**src/hdl/sirt_pkg.sv**
```systemverilog
// Package for the signed integer to radix text converter.
// Holds widths, character codes, the digit-to-ASCII function and the
// command and status types shared by the controller and the datapath.
package sirt_pkg;

    // Default width of the value to convert.
    localparam int VALUE_BITS_DEFAULT = 32;

    // Fixed field widths.
    localparam int RADIX_W = 8;
    localparam int DIGIT_W = 6;
    localparam int CHAR_W  = 7;

    // Accepted radix range.
    localparam logic [RADIX_W-1:0] RADIX_MIN = 8'd2;
    localparam logic [RADIX_W-1:0] RADIX_MAX = 8'd36;

    // ASCII codes used on the output.
    localparam logic [CHAR_W-1:0] ASCII_NUL     = 7'h00;
    localparam logic [CHAR_W-1:0] ASCII_MINUS   = 7'h2D;
    localparam logic [CHAR_W-1:0] ASCII_ZERO    = 7'h30;
    localparam logic [CHAR_W-1:0] ASCII_LOWER_A = 7'h61;
    localparam logic [CHAR_W-1:0] DECIMAL_SPAN  = 7'd10;

    // Source of the character shown on the output channel.
    typedef enum logic [1:0] {
        OUT_SEL_DIGIT = 2'd0,
        OUT_SEL_SIGN  = 2'd1,
        OUT_SEL_BAD   = 2'd2
    } out_sel_t;

    // Commands from the controller to the datapath.
    typedef struct packed {
        logic     load;
        logic     div_step;
        logic     rd_en;
        logic     ptr_dec;
        out_sel_t out_sel;
    } sirt_cmd_t;

    // Status from the datapath to the controller.
    typedef struct packed {
        logic in_bad;
        logic negative;
        logic last_bit;
        logic quo_zero;
        logic ptr_last;
    } sirt_status_t;

    // Maps a digit value 0..35 to '0'-'9' or 'a'-'z'.
    function automatic logic [CHAR_W-1:0] digit_char(input logic [DIGIT_W-1:0] d);
        if (d < DIGIT_W'(10))
            return ASCII_ZERO + {1'b0, d};
        else
            return ASCII_LOWER_A + {1'b0, d} - DECIMAL_SPAN;
    endfunction

endpackage

```
**src/hdl/sirt_datapath.sv**
```systemverilog
// Datapath of the radix text converter: bit-serial restoring divider,
// digit store, digit counter and output character selection.
// Depends on sirt_pkg.
module sirt_datapath
    import sirt_pkg::*;
#(
    parameter int VALUE_BITS = VALUE_BITS_DEFAULT
)(
    input  logic                         clk,
    input  logic                         rst_n,
    input  logic signed [VALUE_BITS-1:0] value,
    input  logic        [RADIX_W-1:0]    radix,
    input  sirt_cmd_t                    cmd,
    output sirt_status_t                 status,
    output logic        [CHAR_W-1:0]     character,
    output logic                         last_char,
    output logic                         bad_radix
);
    localparam int AW = $clog2(VALUE_BITS);
    localparam int CW = $clog2(VALUE_BITS + 1);

    logic [VALUE_BITS-1:0] value_u;
    logic [VALUE_BITS-1:0] magnitude;

    logic [VALUE_BITS-1:0] quo_reg, quo_next;
    logic [DIGIT_W-1:0]    rem_reg, rem_next;
    logic [DIGIT_W-1:0]    radix_reg, radix_next;
    logic [AW-1:0]         bit_cnt_reg, bit_cnt_next;
    logic [CW-1:0]         cnt_reg, cnt_next;
    logic                  neg_reg, neg_next;
    logic [DIGIT_W-1:0]    rd_data_reg;

    logic [DIGIT_W:0]      trial;
    logic [DIGIT_W:0]      diff;
    logic                  ge;
    logic [DIGIT_W-1:0]    rem_new;
    logic [VALUE_BITS-1:0] quo_new;
    logic                  last_bit;
    logic [AW-1:0]         wr_addr;
    logic [AW-1:0]         rd_addr;
    logic [CW-1:0]         cnt_minus_one;

    logic [DIGIT_W-1:0] digit_store [VALUE_BITS];

    // Magnitude of the input; the most negative value maps to 2^(VALUE_BITS-1).
    assign value_u   = value;
    assign magnitude = value_u[VALUE_BITS-1] ? (~value_u + VALUE_BITS'(1)) : value_u;

    // One restoring division step: shift in the next dividend bit and subtract.
    assign trial   = {rem_reg, quo_reg[VALUE_BITS-1]};
    assign ge      = (trial >= {1'b0, radix_reg});
    assign diff    = trial - {1'b0, radix_reg};
    assign rem_new = ge ? diff[DIGIT_W-1:0] : trial[DIGIT_W-1:0];
    assign quo_new = {quo_reg[VALUE_BITS-2:0], ge};

    assign last_bit      = (bit_cnt_reg == AW'(VALUE_BITS - 1));
    assign cnt_minus_one = cnt_reg - CW'(1);
    assign wr_addr       = cnt_reg[AW-1:0];
    assign rd_addr       = cnt_minus_one[AW-1:0];

    // Status toward the controller.
    always_comb
    begin
        status.in_bad   = (radix < RADIX_MIN) || (radix > RADIX_MAX);
        status.negative = neg_reg;
        status.last_bit = last_bit;
        status.quo_zero = (quo_new == '0);
        status.ptr_last = (cnt_reg == CW'(1));
    end

    // Next values of the divider and digit counter.
    always_comb
    begin
        quo_next     = quo_reg;
        rem_next     = rem_reg;
        radix_next   = radix_reg;
        bit_cnt_next = bit_cnt_reg;
        cnt_next     = cnt_reg;
        neg_next     = neg_reg;
        if (cmd.load)
        begin
            quo_next     = magnitude;
            rem_next     = '0;
            radix_next   = radix[DIGIT_W-1:0];
            bit_cnt_next = '0;
            cnt_next     = '0;
            neg_next     = value_u[VALUE_BITS-1];
        end
        else if (cmd.div_step)
        begin
            quo_next = quo_new;
            if (last_bit)
            begin
                rem_next     = '0;
                bit_cnt_next = '0;
                cnt_next     = cnt_reg + CW'(1);
            end
            else
            begin
                rem_next     = rem_new;
                bit_cnt_next = bit_cnt_reg + AW'(1);
            end
        end
        else if (cmd.ptr_dec)
        begin
            cnt_next = cnt_minus_one;
        end
    end

    // Control and arithmetic registers.
    always_ff @(posedge clk or negedge rst_n)
    begin
        if (!rst_n)
        begin
            quo_reg     <= '0;
            rem_reg     <= '0;
            radix_reg   <= '0;
            bit_cnt_reg <= '0;
            cnt_reg     <= '0;
            neg_reg     <= 1'b0;
        end
        else
        begin
            quo_reg     <= quo_next;
            rem_reg     <= rem_next;
            radix_reg   <= radix_next;
            bit_cnt_reg <= bit_cnt_next;
            cnt_reg     <= cnt_next;
            neg_reg     <= neg_next;
        end
    end

    // Digit store: a remainder is written at the end of each digit, read back
    // most significant first into a registered read port.
    always_ff @(posedge clk)
    begin
        if (cmd.div_step && last_bit)
        begin
            digit_store[wr_addr] <= rem_new;
        end
        if (cmd.rd_en)
        begin
            rd_data_reg <= digit_store[rd_addr];
        end
    end

    // Output character selection.
    always_comb
    begin
        case (cmd.out_sel)
            OUT_SEL_DIGIT:
            begin
                character = digit_char(rd_data_reg);
                last_char = (cnt_reg == CW'(1));
                bad_radix = 1'b0;
            end
            OUT_SEL_SIGN:
            begin
                character = ASCII_MINUS;
                last_char = 1'b0;
                bad_radix = 1'b0;
            end
            OUT_SEL_BAD:
            begin
                character = ASCII_NUL;
                last_char = 1'b1;
                bad_radix = 1'b1;
            end
            default:
            begin
                character = ASCII_NUL;
                last_char = 1'b0;
                bad_radix = 1'b0;
            end
        endcase
    end

endmodule

```
**config.mk**
```make
export PLATFORM = sky130hd
export DESIGN_NAME = sirt_datapath
export DESIGN_NICKNAME = d
export VERILOG_FILES = /design/src/hdl/sirt_pkg.sv /design/src/hdl/sirt_datapath.sv
export SDC_FILE = /design/constraint.sdc
export NUM_CORES = 1
export LEC_CHECK = 0
export BUFFER_PORTS_ARGS = -buffer_cell sky130_fd_sc_hd__buf_2
export CORE_ASPECT_RATIO = 0.7
export CORE_UTILIZATION = 50
export DETAILED_ROUTE_END_ITERATION = 16
export GPL_ROUTABILITY_DRIVEN = 0
export PLACE_DENSITY = 0.66
export RECOVER_POWER = 100
export SLEW_MARGIN = 20
export SYNTH_ARGS = -nofsm -noshare
export SYNTH_HDL_FRONTEND = slang
export SYNTH_SLANG_ARGS = --single-unit
```
**constraint.sdc**
```tcl
create_clock -name clk -period 4.1 [get_ports clk]
set_input_delay 1.025 -clock clk [delete_from_list [all_inputs] [get_ports clk]]
set_output_delay 1.025 -clock clk [all_outputs]
set_load 0.05 [all_outputs]
```
==> Implementation_results.wiki <==
{| class="wikitable"
! Metric !! Value
|-
| Status || finished, violations left
|-
| Failing checks || max-capacitance violations, max-slew violations
|-
| Number of cells in the finished layout apart from fillers || 1,240
|-
| Routed Antenna Nets || 0
|-
| Class of the most critical setup path || flip-flop to output port
|-
| Worst min-delay path class || flip-flop to flip-flop
|-
| Level count of the clock H-tree || 1
|-
| Sum of routed wire length over all layers || ~26 mm
|-
| Gr usage total || 0.2269
|-
| Synth Cell Area || approximately 12,000 um2
|-
| HPWL after detailed placement || roughly 17 mm
|-
| Number of port buffers || 61
|-
| DRC violation count after routing || 0
|-
| Worst setup path start || cnt_reg[2]
|-
| Setup slack on the worst flop-to-flop path || 0.67 ns
|-
| Final count of hold timing violations || 0
|-
| Worst reg2reg startpoint || rem_reg[3]
|-
| Cell type contributing the most total cell area after synthesis || sky130_fd_sc_hd__edfxtp_1
|-
| Max FFs per register || approximately 190
|-
| Cell count after placement || approximately 1,200
|-
| Transition at the pin with the smallest max-transition slack || around 1.8 ns
|-
| WHS || 0.4887 ns
|-
| Initial cell density of the core || 0.5133
|-
| Average wire per cell in the routed design || around 21 um
|-
| Number of buffers inserted to repair setup after CTS || 0
|-
| Reg area || approximately 7400 um2
|-
| Ports || 62
|-
| Final period demand of the worst path || 3.731 ns
|-
| DR vias || between 7,000 and 8,000
|-
| EDFF count, synth || 198
|-
| Layout cell share with drive strength beyond 1 || 0.1748
|-
| Fill cells || 1,846
|-
| TritonCTS clock tree || yes
|-
| Area taken by multi-input logic gates || roughly 4100 um2
|-
| Critical Path Source Type || flip-flop
|-
| Vias in the first global route || 7,197
|-
| Clock Pin Slew Worst Setup and Hold Paths || ~0.07 ns
|-
| Die Width || 185.1 um
|-
| Hold-fix buffers, CTS || 0
|-
| Wire length of the first global-routing pass || about 41 mm
|-
| Share of async-settable or async-resettable flops after synthesis || 0.2205
|-
| Total count of max-transition violations in the final report || 98
|-
| Final global-route overflow total || 0
|-
| Share of the synthesized area in the top cell type || 0.5070
|-
| Ratio of final minimum period to clock period || 0.9101
|-
| Main synth FF type || sky130_fd_sc_hd__edfxtp_1
|-
| Die area || about 24,000 um2
|-
| Synth cell types || between 60 and 70
|-
| Synthesis-to-finish area growth || 13.15%
|-
| Yosys Warn Count || 0
|-
| Standard-cell row count || 46
|-
| Die height || approximately 130 um
|-
| Commonest cells post-synth || 198 x sky130_fd_sc_hd__edfxtp_1, 89 x sky130_fd_sc_hd__nand2_1, 61 x sky130_fd_sc_hd__nor2_1
|-
| Data required time at the worst endpoint || about 3 ns
|-
| Biggest area contributors in the synthesized netlist || sky130_fd_sc_hd__edfxtp_1 51%, sky130_fd_sc_hd__dfrtp_1 12%, sky130_fd_sc_hd__mux4_2 9.2%, sky130_fd_sc_hd__nand2_1 2.8%, sky130_fd_sc_hd__ha_1 2.0%
|-
| Largest clock skew in the final design || ~0.022 ns
|-
| Leakage power || around 4.7 nW
|-
| Worst r2r dst || digit_store[18][0]
|-
| Number of clock sinks seen by CTS || 254
|-
| Count of max-cap constraint violations || 4
|-
| Synthesized net count || 922
|-
| Synth Area per Inst || ~14 um2
|-
| Peak VDD IR || 0.4016 mV
|-
| Root cell of the clock tree || sky130_fd_sc_hd__clkbuf_16
|-
| Routed vias/inst || 5.834
|-
| Maximum number of pins on one net before global-route repair || 58
|-
| Area after detailed placement || between 10,000 and 15,000 um2
|-
| Cell area power density || ~540 nW/um2
|-
| Number of register bits inferred by synthesis || approximately 250
|-
| Highest fanout seen on the critical path || 17
|-
| Share of the yosys chip area belonging to registers || 0.6265
|-
| Synth Instances || around 850
|-
| Data arrival time of the critical path || 2.71 ns
|-
| Drt first-iter violations || ~670
|-
| Setup violation total in the final timing report || 0
|-
| Core region area || about 23,000 um2
|-
| Clk_lat worst skew || 0.53 ns
|-
| Worst Hold Path Cells || 1
|-
| Clock Tree Buf Depth || 3
|-
| Setup repair after global routing missed its margin || no
|-
| Worst slew margin relative to its limit || -0.1688
|-
| First-pass detailed-route iteration total || 5
|-
| Accumulated negative setup slack || 0 ns
|-
| Number of antenna violations at the first check in global routing || 1
|-
| Inserted Clock Buffers || 25
|-
| Most frequently used cell type in the post-synthesis netlist || sky130_fd_sc_hd__edfxtp_1
|-
| Type of element capturing the critical path || output port
|-
| Quantity of gates resized following cts || 0
|-
| Layout Utilization || 0.5808
|-
| Critical Path Sink || last_char
|-
| Number of cells on the worst reg-to-reg path || 8
|-
| Final std cell area, no fill || approximately 13,000 um2
|-
| Maximum frequency from static timing analysis || roughly 270 MHz
|-
| Post-layout nets || 976
|}
area by class of cell:
class	count	share of cell area
Sequential cell	254	0.5539
Multi-Input combinational cell	531	0.3113
Clock buffer	31	0.05195
Tap cell	312	0.02942
Timing Repair Buffer	76	0.02810
Clock inverter	15	0.01942
Inverter	20	0.005657
Antenna cell	1	0.0001886
through the flow:
stage,total power [mW],setup slack (ns)
3_5_place_dp,4.674,1.047
2_1_floorplan,4.141,0.08076
5_1_grt,7.510,0.2545
4_1_cts,7.274,0.5130
6_report,7.221,0.3687
3_3_place_gp,4.648,1.084
worst min-delay path by stage:
stage	slack [ns]	start	endpoint
after floorplan	0.44	bit_cnt_reg[3]	bit_cnt_reg[3]
after global placement	0.47	bit_cnt_reg[3]	bit_cnt_reg[3]
after detailed placement	0.47	bit_cnt_reg[3]	bit_cnt_reg[3]
after CTS	0.48	bit_cnt_reg[3]	bit_cnt_reg[3]
after global routing	0.52	bit_cnt_reg[3]	bit_cnt_reg[3]
final	0.49	bit_cnt_reg[3]	bit_cnt_reg[3]
critical path, cell delays in order (launching register included):
cell and delay, ns:
sky130_fd_sc_hd__dfrtp_1 0.57, sky130_fd_sc_hd__or3_1 0.54, sky130_fd_sc_hd__nor3b_1 0.42, sky130_fd_sc_hd__nor2_1 0.08, sky130_fd_sc_hd__nor2_1 0.10, sky130_fd_sc_hd__clkbuf_1 0.47
routing by layer:
layer	track usage	part of all wire	up-vias
met5	0	0	-
met4	0.04375	0.012	0
met3	0.03796	0.056	31
met2	0.3253	0.43	200
met1	0.3642	0.51	3636
li1	-	-	3367
power breakdown:
group / total, mW / internal (mW) / switching (mW)
sequential: 3.29 / 3.21 / 0.0809
combinational: 1.30 / 0.389 / 0.914
clock: 2.63 / 1.64 / 0.989
cells in the final DEF, fill, tap and decap left out, types with 4 or more instances in the layout:
master                      instances
sky130_fd_sc_hd__edfxtp_1         198
sky130_fd_sc_hd__nand2_1           89
sky130_fd_sc_hd__nor2_1            61
sky130_fd_sc_hd__dfrtp_1           55
sky130_fd_sc_hd__mux4_2            48
sky130_fd_sc_hd__buf_2             44
sky130_fd_sc_hd__o21ai_0           39
sky130_fd_sc_hd__nand3_1           32
sky130_fd_sc_hd__a21oi_1           27
sky130_fd_sc_hd__clkbuf_16         26
sky130_fd_sc_hd__clkbuf_1          25
sky130_fd_sc_hd__inv_1             20
sky130_fd_sc_hd__xnor2_1           20
sky130_fd_sc_hd__nor2b_1           20
sky130_fd_sc_hd__xor2_1            18
sky130_fd_sc_hd__mux2i_1           18
sky130_fd_sc_hd__ha_1              18
sky130_fd_sc_hd__a211oi_1          17
sky130_fd_sc_hd__nor4_1            13
sky130_fd_sc_hd__o31ai_1           10
sky130_fd_sc_hd__or3_1              8
sky130_fd_sc_hd__a31oi_1            7
sky130_fd_sc_hd__bufinv_16          7
sky130_fd_sc_hd__buf_4              7
sky130_fd_sc_hd__nor3_1             6
sky130_fd_sc_hd__a22o_1             6
sky130_fd_sc_hd__o211ai_1           5
sky130_fd_sc_hd__nand2b_1           5
sky130_fd_sc_hd__o41ai_1            5
sky130_fd_sc_hd__mux2_2             4
sky130_fd_sc_hd__a21o_1             4
cells by family (layout without fill, tap and decap cells):
family	Yosys count	count (layout)	share of synthesized area
other	0	1	0
XOR/XNOR	39	39	0.02913
flip-flops	254	254	0.6265
buffers and inverters	69	142	0.02326
multiplexers	73	73	0.1143
adder cells (fa/ha/maj)	20	20	0.02198
AND/OR/NAND/NOR	260	260	0.1077
AO/OA/AOI/OAI	139	139	0.07724
Note: power is estimated with default switching activity, not from simulation.
