$ cat config.mk
export PLATFORM = sky130hd
export DESIGN_NAME = sirt_ctrl
export DESIGN_NICKNAME = d
export VERILOG_FILES = /design/src/hdl/sirt_pkg.sv /design/src/hdl/sirt_ctrl.sv
export SDC_FILE = /design/constraint.sdc
export NUM_CORES = 1
export LEC_CHECK = 0
export ABC_AREA = 1
export BUFFER_PORTS_ARGS = -buffer_cell sky130_fd_sc_hd__buf_2
export CAP_MARGIN = 10
export CORE_UTILIZATION = 30
export CTS_BUF_LIST = sky130_fd_sc_hd__clkbuf_4
export CTS_CLUSTER_DIAMETER = 40
export DETAILED_ROUTE_END_ITERATION = 10
export PLACE_DENSITY = 0.53
export SLEW_MARGIN = 20
export SYNTH_ARGS = -nofsm -noshare
export SYNTH_HDL_FRONTEND = slang
export SYNTH_SLANG_ARGS = --single-unit
$ cat constraint.sdc
create_clock -name clk -period 1.28 [get_ports clk]
set_input_delay 0.256 -clock clk [delete_from_list [all_inputs] [get_ports clk]]
set_output_delay 0.256 -clock clk [all_outputs]
set_load 0.05 [all_outputs]
$ cat src/hdl/sirt_pkg.sv
// Package for the signed integer to radix text converter.
// Holds widths, character codes, the digit-to-ASCII function and the
// command and status types shared by the controller and the datapath.
package sirt_pkg;

    // Default width of the value to convert.
    localparam int VALUE_BITS_DEFAULT = 32;

    // Fixed field widths.
    localparam int RADIX_W = 8;
    localparam int DIGIT_W = 6;
    localparam int CHAR_W  = 7;

    // Accepted radix range.
    localparam logic [RADIX_W-1:0] RADIX_MIN = 8'd2;
    localparam logic [RADIX_W-1:0] RADIX_MAX = 8'd36;

    // ASCII codes used on the output.
    localparam logic [CHAR_W-1:0] ASCII_NUL     = 7'h00;
    localparam logic [CHAR_W-1:0] ASCII_MINUS   = 7'h2D;
    localparam logic [CHAR_W-1:0] ASCII_ZERO    = 7'h30;
    localparam logic [CHAR_W-1:0] ASCII_LOWER_A = 7'h61;
    localparam logic [CHAR_W-1:0] DECIMAL_SPAN  = 7'd10;

    // Source of the character shown on the output channel.
    typedef enum logic [1:0] {
        OUT_SEL_DIGIT = 2'd0,
        OUT_SEL_SIGN  = 2'd1,
        OUT_SEL_BAD   = 2'd2
    } out_sel_t;

    // Commands from the controller to the datapath.
    typedef struct packed {
        logic     load;
        logic     div_step;
        logic     rd_en;
        logic     ptr_dec;
        out_sel_t out_sel;
    } sirt_cmd_t;

    // Status from the datapath to the controller.
    typedef struct packed {
        logic in_bad;
        logic negative;
        logic last_bit;
        logic quo_zero;
        logic ptr_last;
    } sirt_status_t;

    // Maps a digit value 0..35 to '0'-'9' or 'a'-'z'.
    function automatic logic [CHAR_W-1:0] digit_char(input logic [DIGIT_W-1:0] d);
        if (d < DIGIT_W'(10))
            return ASCII_ZERO + {1'b0, d};
        else
            return ASCII_LOWER_A + {1'b0, d} - DECIMAL_SPAN;
    endfunction

endpackage

$ cat src/hdl/sirt_ctrl.sv
// Controller of the radix text converter: sequences loading, division,
// digit read-back and the output handshake.
// Depends on sirt_pkg.
module sirt_ctrl
    import sirt_pkg::*;
(
    input  logic         clk,
    input  logic         rst_n,
    input  logic         in_valid,
    output logic         in_ready,
    output logic         out_valid,
    input  logic         out_ready,
    input  sirt_status_t status,
    output sirt_cmd_t    cmd
);
    typedef enum logic [5:0] {
        ST_IDLE   = 6'b000001,
        ST_DIVIDE = 6'b000010,
        ST_SIGN   = 6'b000100,
        ST_READ   = 6'b001000,
        ST_EMIT   = 6'b010000,
        ST_BAD    = 6'b100000
    } state_t;

    state_t state_reg, state_next;

    // Next state and command decode.
    always_comb
    begin
        state_next  = state_reg;
        in_ready    = 1'b0;
        out_valid   = 1'b0;
        cmd.load    = 1'b0;
        cmd.div_step = 1'b0;
        cmd.rd_en   = 1'b0;
        cmd.ptr_dec = 1'b0;
        cmd.out_sel = OUT_SEL_DIGIT;
        case (state_reg)
            ST_IDLE:
            begin
                in_ready = 1'b1;
                if (in_valid)
                begin
                    cmd.load   = 1'b1;
                    state_next = status.in_bad ? ST_BAD : ST_DIVIDE;
                end
            end
            ST_DIVIDE:
            begin
                cmd.div_step = 1'b1;
                if (status.last_bit && status.quo_zero)
                begin
                    state_next = status.negative ? ST_SIGN : ST_READ;
                end
            end
            ST_SIGN:
            begin
                out_valid   = 1'b1;
                cmd.out_sel = OUT_SEL_SIGN;
                if (out_ready)
                begin
                    state_next = ST_READ;
                end
            end
            ST_READ:
            begin
                cmd.rd_en  = 1'b1;
                state_next = ST_EMIT;
            end
            ST_EMIT:
            begin
                out_valid   = 1'b1;
                cmd.out_sel = OUT_SEL_DIGIT;
                if (out_ready)
                begin
                    cmd.ptr_dec = 1'b1;
                    state_next  = status.ptr_last ? ST_IDLE : ST_READ;
                end
            end
            ST_BAD:
            begin
                out_valid   = 1'b1;
                cmd.out_sel = OUT_SEL_BAD;
                if (out_ready)
                begin
                    state_next = ST_IDLE;
                end
            end
            default:
            begin
                state_next = ST_IDLE;
            end
        endcase
    end

    // State register.
    always_ff @(posedge clk or negedge rst_n)
    begin
        if (!rst_n)
        begin
            state_reg <= ST_IDLE;
        end
        else
        begin
            state_reg <= state_next;
        end
    end

endmodule
==> summary.md, run 1 <==
| Metric | Value |
|---|---|
| Hold_sp | `status[4]` |
| Hold Path Class | `in -> reg` |
| Worst-path clk slew | `0.05 ns` |
| Row cnt | `13` |
| Starting Density | `33.7%` |
| ANT cells | `0` |
| Final-report hold violation count | `0` |
| Reg2reg start | `state_reg[0]` |
| Cells on Worst Hold Path | `4` |
| RSZ-0062 raised after global routing | `true` |
| Clk root buf | `clkbuf_4` |
| CTS tree | `yes` |
| Worst endpoint required time | `1.02 ns` |
| Wirelength per Cell | `13.6 microns` |
| DRC | `0` |
| DIE HEIGHT | `41.2 microns` |
| TritonCTS Sinks | `6` |
| Min Tclk post-route | `1.68 ns` |
| Max reg flops | `6` |
| HPWL after DPL | `968 microns` |
| Final setup violation count | `14` |
| Max Root-Sink Buffers | `2` |
| Vias in the first global route | `534` |
| # IOs | `17` |
| Worst EP arrival | `1.42 ns` |
| Die area | `0.00170 sq mm` |
| Max-slew headroom | `77.4%` |
| Wire length of the first global-routing pass | `2.18 mm` |
| Power Density | `2400 mW/mm^2` |
| Hold worst-path end | `state_reg[1]` |
| Final nets | `124` |
| IO Port Bufs | `16` |
| Max Slew Vio Count | `0` |
| Cts bufs inserted | `3` |
| Mapped Area | `460 sq um` |
| Cell count after synthesis | `70` |
| RR Endpoint | `state_reg[2]` |
| H-tree depth | `1` |
| Placement Setup Slack | `-0.168 ns` |
| Final ANT Viol Nets | `0` |
| WL final | `1.76 mm` |
| VDD IR max | `1290 uV` |
| Crit path max fanout | `5` |
| Post-Route Skew | `0.00604 ns` |
| Core area | `0.00137 sq mm` |
| Ys Warns | `0` |
| Total power | `2530 uW` |
| Endpoint type of the worst setup path | `output port` |
| Outcome | `complete, but fails checks` |
| DR vias/cell | `4.71` |
| Crit path kind | `reg -> out` |
| #FFs+latches synth | `6` |
| Placed cell area | `724 sq um` |
| Final Cell Area | `0.00106 sq mm` |
| Largest net degree at the start of global routing | `7` |
| Syn avg cell area | `6.58 sq um` |
| Worst R2R Path Depth | `8` |
| 1st-pass router iterations | `4` |
| Clk_lat worst skew | `0.25 ns` |
| Grt ovf | `0` |
| Crit share post-route | `131%` |
| Area growth from synthesis to layout | `130%` |
| LEAKAGE | `0.000527 uW` |
| Synth cell types | `17` |
| Worst R2R Setup Slack | `-0.23 ns` |
| GP Congestion | `0.722` |
| Failing checks | `negative setup slack` |
| DR vias | `608` |
| Critical Path Source Type | `register` |
| Synthesized Nets | `79` |
| Setup TNS | `-3.53 ns` |
| Chip width | `41.2 microns` |
| Setup WS post-layout | `-0.396 ns` |
| Detailed Route Iter0 Violations | `5` |
| FMAX | `0.597 GHz` |
| Share of layout cells above drive strength 1 | `71.9%` |
| Max-cap violations | `0` |
| GRT Resource Usage Total | `19.9%` |
| Post-synthesis sequential area ratio | `32.9%` |
| Initial antenna violation count | `0` |
| Worst Tran Pin Value | `0.337 ns` |
## cells in the mapped netlist, drive strengths merged
cell    count  share of area, %
clkinv      1              0.81
o21ai       1               1.1
dfstp       1               5.7
nand4       3               4.1
and2        1               1.9
nor2       17                19
nand3      10                13
dfrtp       5                27
a21oi       1               1.1
nand2      13                11
inv        16                13
o21bai      1               1.6
## metal layers
layer  GRT usage (%)  part of all wire (%)
met1            25.1                    42
met2            33.6                    53
met3               0                   1.9
met4            12.1                   2.4
met5               0                     0
## timing repair
action,in CTS,in global routing
pin swaps,8,14
gates resized for setup,26,25
endpoints found under the hold margin,5,0
hold buffers,1,0
endpoints found under the setup margin,13,13
setup buffers,5,12
## placed cells by master, fill, tap and decap left out, drive strengths merged
cell,synthesis,layout
inv,16,12
nor2,17,17
nand3,10,10
clkinv,1,1
and2,1,1
o21ai,1,1
nand2,13,13
nand4,3,3
dfrtp,5,5
dlygate4sd3,0,1
dfstp,1,1
a21oi,1,1
clkinvlp,0,4
o21bai,1,1
clkbuf,0,4
buf,0,39
## worst max-delay path, cell delays in order, from the launching register on
cell and delay (ns):
dfstp_2 0.58, nor2_4 0.09, and2_4 0.19, nand2_4 0.09, clkinvlp_4 0.09, buf_8 0.15
## cell families (layout without fill, tap and decap cells)
logic type             count (synthesis)  in the layout  share of synthesized area, %
flip-flops                             6              6                          32.9
AND/OR/NAND/NOR                       44             44                          49.5
AO/OA/AOI/OAI                          3              3                          3.80
buffers and inverters                 17             61                          13.9
## area by class of cell
cell class	instances	area, sq um
Clock buffer	4	30.0
Inverter	17	83.8
Sequential cell	6	153
Multi-Input combinational cell	47	407
Tap cell	15	18.8
Fill cell	102	309
Timing Repair Buffer	40	365
## worst max path at each step
stage	endpoint	slack, ns	cells past startpoint	from
floorplan	cmd[5]	-0.08	4	state_reg[0]
global placement	cmd[5]	-0.17	5	state_reg[0]
detailed placement	cmd[5]	-0.17	5	state_reg[0]
CTS	cmd[3]	-0.35	4	state_reg[5]
global route	cmd[1]	-0.45	5	state_reg[1]
finish	cmd[1]	-0.40	5	state_reg[0]
## power breakdown
group	total, uW	internal, uW	switching (uW)
Clock	209	139	70.0
Combinational	1980	915	1060
Sequential	348	263	84.8
## stage by stage
stage	utilization, %	std cells	hold WS, ns
after floorplan	-	70	-0.0396
after global placement	53.0	111	0.0809
after detailed placement	53.0	111	0.0859
after CTS	65.9	121	0.259
after global routing	77.4	129	0.266
final	77.4	129	0.267
Power figures use the tool's default switching activity.
==> run 2, diff against run 1 <==
- GPL_TIMING_DRIVEN: unset -> 0
- REMOVE_ABC_BUFFERS: unset -> 1
==> run 2 against run 1 <==
  * The run still ends with negative setup slack left
  * Final cell count is 3.9% lower
  * Register-to-register slack hardly changed
  * Via count is 5.1% lower
  * Die area stayed put
  * Sequential power is 2% lower
  * Cell area is 15% lower
  * Sequential share of layout area is 2.5 points higher
  * Non-clock buffer count is 5 lower
  * First-iteration DRC count is 20% higher
  * Largest cell class unchanged
==> summary.md, run 2 (same netlist as run 1, synthesis figures left out) <==
| Metric | Value |
|---|---|
| HPWL after DPL | `813 microns (-16%)` |
| Inst Count DP | `101 (-9.0%)` |
| CTS tree | `yes` |
| Die area | `0.00170 sq mm (unchanged)` |
| Utilization after layout | `65.8% (-12 points)` |
| Core area | `0.00137 sq mm (unchanged)` |
| FMAX | `0.615 GHz (+3.2%)` |
| Share of layout cells above drive strength 1 | `66.1% (-5.9 points)` |
| Row cnt | `13 (unchanged)` |
| Worst endpoint required time | `1.02 ns (about the same)` |
| Outcome | `complete, but fails checks` |
| Starting Density | `33.7% (unchanged)` |
| Worst EP arrival | `1.37 ns (-0.05 ns)` |
| Wire length of the first global-routing pass | `1.88 mm (-14%)` |
| Vias in the first global route | `496 (-7.1%)` |
| Max reg flops | `6 (unchanged)` |
| 1st-pass router iterations | `4 (unchanged)` |
| Hold Path Class | `in -> reg` |
| Final Cell Area | `900 sq um (-15%)` |
| Max Root-Sink Buffers | `2 (unchanged)` |
| Cts bufs inserted | `3 (unchanged)` |
| Failing checks | `negative setup slack` |
| WL final | `1.43 mm (-18%)` |
| Grt ovf | `0 (unchanged)` |
| Power Density | `2490 mW/mm^2 (+4.1%)` |
| Worst-path clk slew | `0.05 ns (about the same)` |
| Max-slew headroom | `84.7% (+7.2 points)` |
| Placed cell area | `559 sq um (-23%)` |
| Crit path max fanout | `5 (unchanged)` |
| Final ANT Viol Nets | `0 (unchanged)` |
| Crit path kind | `reg -> out` |
| Most common cell after layout, fill and taps aside | `buf_4` |
| Endpoint type of the worst setup path | `output port` |
| GP Congestion | `0.779 (+7.8%)` |
| Post-Route Skew | `0.0100 ns (+0.00396 ns)` |
| # IOs | `17 (unchanged)` |
| Detailed Route Iter0 Violations | `6 (+1)` |
| Clk_lat worst skew | `0.25 ns (about the same)` |
| Layout Cells excl Fill | `124 (-3.9%)` |
| Area growth from synthesis to layout | `95.4%` |
| Initial antenna violation count | `0 (unchanged)` |
| Crit share post-route | `127% (-4.0 points)` |
| Final-report hold violation count | `0 (unchanged)` |
| Max Slew Vio Count | `0 (unchanged)` |
| Register Area | `153 sq um (unchanged)` |
| Area of the multi-input gates | `328 sq um (-19%)` |
| Max-cap violations | `0 (unchanged)` |
| # fillers | `131 (+28%)` |
| TritonCTS Sinks | `6 (unchanged)` |
| Most frequent cells in the layout | `buf_4, inv_1, nand2_1` |
| RSZ-0062 raised after global routing | `true` |
| Placement Setup Slack | `-0.222 ns (-0.0540 ns)` |
| DRC | `0 (unchanged)` |
| LEAKAGE | `0.000502 uW (-4.7%)` |
| Largest net degree at the start of global routing | `7 (unchanged)` |
| Final nets | `119 (-4.0%)` |
| Final setup violation count | `13 (-1)` |
| DR vias/cell | `4.65 (-1.3%)` |
| Critical Path Source Type | `register` |
| H-tree depth | `1 (unchanged)` |
| Min Tclk post-route | `1.62 ns (-0.0513 ns)` |
| VDD IR max | `1280 uV (-0.68%)` |
| DR vias | `577 (-5.1%)` |
| DIE HEIGHT | `41.2 microns (unchanged)` |
| ANT cells | `0 (unchanged)` |
| Hold Slack | `0.278 ns (+0.0115 ns)` |
| Chip width | `41.2 microns (unchanged)` |
| Setup WS post-layout | `-0.345 ns (+0.0513 ns)` |
| Wirelength per Cell | `11.5 microns (-15%)` |
| Clk root buf | `clkbuf_4` |
| IO Port Bufs | `16 (unchanged)` |
| GRT Resource Usage Total | `18.5% (-1.4 points)` |
| Worst Tran Pin Value | `0.229 ns (-0.108 ns)` |
run 2: cell count changes in the layout (fill, tap and decap cells not counted), sizes merged:
cell / before / now
buf: 39 / 34
inv: 12 / 16
clkinvlp: 4 / 0
run 2: metal layers:
layer | GRT usage [%] | share of wire (%) | vias to the layer above
met5 | 0 | 0 | -
met4 | 8.06 | 2.3 | 0
met3 | 9.78 | 6.4 | 4
met2 | 31.6 | 53 | 22
met1 | 18.4 | 38 | 255
li1 | - | - | 296
run 2: layout make-up:
cell class | instances | share of cell area, %
multi-input cells | 47 | 36.4
inverters | 17 | 7.23
well taps | 15 | 2.09
repair buffers | 35 | 33.9
flip-flops and latches | 6 | 17.0
clock buffers | 4 | 3.34
run 2: power by group:
group	switching, uW	internal (uW)	leakage [uW]
clock	72.4	139	0.0000184
sequential	79.1	262	0.0000773
combinational	887	803	0.000406
run 2: worst max-delay path, stage by stage, from the launching register on:
cell     delay, ns
dfrtp_1       0.41
nor2_4        0.18
buf_4         0.15
nand3_4       0.10
nor2_2        0.12
buf_6         0.17
run 2: metrics by stage:
step	total power, uW	setup TNS (ns)
finish	2240	-3.24
global route	2410	-4.34
CTS	1980	-3.03
detailed placement	1180	-1.23
global placement	1170	-1.14
floorplan	1010	-1.45
run 2: repair_timing:
action	in CTS	in global routing
hold endpoints to repair	5	0
gates resized for setup	35	15
endpoints found under the setup margin	11	13
pin swaps	6	5
gates cloned	0	0
hold buffers	1	0
setup buffers	14	7
run 2: final timing paths:
check	start	endpoint	slack (ns)	cells past startpoint
worst max register to register	state_reg[0]	state_reg[2]	-0.24	10
worst max-delay path	state_reg[4]	cmd[5]	-0.34	5
max in group asynchronous	rst_n	state_reg[0]	0.70	2
min in group asynchronous	rst_n	state_reg[3]	0.35	2
worst min register to register	state_reg[4]	state_reg[5]	0.68	3
worst min-delay path	status[4]	state_reg[1]	0.28	4
==> run 3, diff against run 2 <==
- SKIP_LAST_GASP: unset -> 1
- clock period: 1.28 -> 1.5 ns (I/O delays scaled with it)
==> run 3 against run 2 <==
  * The run still ends with negative setup slack left
  * Final cell count increased by 2.4%
  * Power decreased by 11%
  * Clock skew about the same
  * Die area unchanged
  * Register-to-register slack improved by 0.12 ns
  * Non-clock buffer count increased by 3
  * Sequential power decreased by 15%
  * Critical path type unchanged
  * Clock power decreased by 14%
  * Core utilization increased by 2.7 points
  * Via count increased by 0.87%
  * Worst hold slack improved by 0.037 ns
  * Critical endpoint is now cmd[4]
  * Cell area increased by 4.2%
==> summary.md, run 3 (same netlist as run 1, synthesis figures left out) <==
| Metric | Value |
|---|---|
| Final Cell Area | `937 sq um (+4.2%)` |
| Layer with the highest usage | `met2` |
| Share of layout cells above drive strength 1 | `67.0% (+0.91 points)` |
| NetSw | `921 uW (-11%)` |
| WL final | `1.51 mm (+5.5%)` |
| CTS tree | `yes` |
| Clk root buf | `clkbuf_4` |
| Area growth from synthesis to layout | `104%` |
| Reg2reg start | `state_reg[0]` |
| Max-cap violations | `0 (unchanged)` |
| ANT cells | `0 (unchanged)` |
| Clock Power Share | `9.1% (-0.3 points)` |
| Max-slew headroom | `79.7% (-4.9 points)` |
| Worst-path clk slew | `0.05 ns (about the same)` |
| Worst R2R Setup Slack | `-0.12 ns (+0.12 ns)` |
| Cts bufs inserted | `3 (unchanged)` |
| Met1 Use GR | `18.1% (-0.32 points)` |
| Vias in the first global route | `500 (+0.81%)` |
| GP Congestion | `0.779 (unchanged)` |
| Final nets | `122 (+2.5%)` |
| Placed cell area | `559 sq um (unchanged)` |
| Failing checks | `negative setup slack` |
| Combinational power share | `76.4% (+1.0 points)` |
| Worst EP arrival | `1.35 ns (-0.02 ns)` |
| Wire length of the first global-routing pass | `1.90 mm (+1.1%)` |
| Initial antenna violation count | `0 (unchanged)` |
| IO Port Bufs | `16 (unchanged)` |
| 1st-pass router iterations | `4 (unchanged)` |
| H-tree depth | `1 (unchanged)` |
| Crit-path cells | `nor2_4 > buf_4 > nand3_2 > clkinv_2 > buf_8` |
| Endpoint type of the worst setup path | `output port` |
| Largest net degree at the start of global routing | `7 (unchanged)` |
| DIE HEIGHT | `41.2 microns (unchanged)` |
| Hold_sp | `status[4]` |
| Crit. Startpoint | `state_reg[3]` |
| Worst endpoint required time | `1.20 ns (+0.18 ns)` |
| Die area | `0.00170 sq mm (unchanged)` |
| Flop pwr share | `14.5% (-0.7 points)` |
| GR Layer Usage met3 | `9.78% (unchanged)` |
| LEAKAGE | `0.000531 uW (+5.7%)` |
| Crit path max fanout | `4 (-1)` |
| Internal Pwr Total | `1080 uW (-10%)` |
| DR vias/cell | `4.58 (-1.5%)` |
| RSZ-0062 raised after global routing | `true` |
| FMAX | `0.605 GHz` |
| Final ANT Viol Nets | `0 (unchanged)` |
| Max Slew Vio Count | `0 (unchanged)` |
| Sw Share | `46.0% (-0.30 points)` |
| GRT Resource Usage Total | `18.7% (+0.22 points)` |
| # fillers | `126 (-3.8%)` |
| Final-report hold violation count | `0 (unchanged)` |
| Chip width | `41.2 microns (unchanged)` |
| # IOs | `17 (unchanged)` |
| Max reg flops | `6 (unchanged)` |
| Critical Path Source Type | `register` |
| Wirelength per Cell | `11.9 microns (+3.0%)` |
| Worst Tran Pin Value | `0.303 ns (+0.0736 ns)` |
| Slowest cell on crit path | `dfrtp_1` |
| Max Root-Sink Buffers | `2 (unchanged)` |
| Min Tclk post-route | `1.65 ns` |
| GR Util met2 | `32.0% (+0.39 points)` |
| Detailed Route Iter0 Violations | `5 (-1)` |
| VDD IR max | `1120 uV (-12%)` |
| Setup TNS | `-1.08 ns (+2.17 ns)` |
| Crit path largest cell delay | `0.42 ns (about the same)` |
| Grt ovf | `0 (unchanged)` |
| Outcome | `complete, but fails checks` |
| DRC | `0 (unchanged)` |
| Most frequent cells in the layout | `buf_4, inv_1, nand2_1, buf_2, nor2_1` |
| Most common cell after layout, fill and taps aside | `buf_4` |
| Final setup violation count | `11 (-2)` |
| Post-Route Skew | `0.0101 ns (+0.000142 ns)` |
| Core area | `0.00137 sq mm (unchanged)` |
| Power Density | `2140 mW/mm^2 (-14%)` |
| HPWL after DPL | `813 microns (unchanged)` |
| Row cnt | `13 (unchanged)` |
| Setup WS post-layout | `-0.152 ns (+0.192 ns)` |
| Hold Path Class | `in -> reg` |
| Clk_lat worst skew | `0.25 ns (about the same)` |
| TritonCTS Sinks | `6 (unchanged)` |
| DR vias | `582 (+0.87%)` |
| Starting Density | `33.7% (unchanged)` |
| Crit share post-route | `110%` |
| Crit path kind | `reg -> out` |
[run 3: changes by cell type in the layout (fill, tap and decap cells not counted), sizes merged]
cell / before / now
buf: 34 / 37
[run 3: path summary, 6_finish.rpt]
check	endpoint	cells after the start
hold / removal	state_reg[1]	4
setup / recovery	cmd[4]	5
setup reg to reg	state_reg[0]	11
hold reg to reg	state_reg[5]	3
min in group asynchronous	state_reg[3]	2
max in group asynchronous	state_reg[0]	2
[run 3: power groups by stage]
stage	clock network [uW]	registers, uW	logic, uW
after floorplan	0	262	597
after global placement	0	268	734
after detailed placement	0	270	735
after CTS	186	289	1220
after global routing	208	300	1640
final	183	290	1530
[run 3: timing repair]
| item | CTS | global route |
|---|---|---|
| endpoints found under the hold margin | 5 | 0 |
| hold buffers | 1 | 0 |
| endpoints found under the setup margin | 8 | 13 |
| pin swaps | 5 | 8 |
| resized for setup | 31 | 21 |
| gates cloned | 0 | 0 |
| buffers inserted | 15 | 8 |
[run 3: metrics by stage]
stage,hold slack (ns),cells,setup WS (ns),power [uW],utilization (%)
2_1_floorplan,0.00441,70,-0.283,859,-
3_3_place_gp,0.127,101,-0.0439,1000,40.9
3_5_place_dp,0.128,101,-0.0459,1000,40.9
4_1_cts,0.319,121,-0.143,1690,58.9
5_1_grt,0.339,127,-0.238,2140,68.6
6_report,0.315,127,-0.152,2000,68.6
[run 3: worst max-delay path: cells and delay by family (launching register included)]
family / cells / cell delay [ns]
flops: 1 / 0.42
buf+inv: 3 / 0.37
simple gates: 2 / 0.29
[run 3: cell type report]
type	instances	area (sq um)	area share (%)
repair buffers	38	328	35.0
multi-input cells	47	343	36.6
clock buffers	4	30.0	3.20
inverters	17	65.1	6.94
flip-flops and latches	6	153	16.3
well taps	15	18.8	2.00
[run 3: metal layers]
layer | routed length, microns | part of all wire (%) | vias up
met2 | 827 | 55 | 23
met1 | 575 | 38 | 259
met5 | 0 | 0 | -
li1 | - | - | 296
met3 | 76 | 5.0 | 4
met4 | 31 | 2.1 | 0
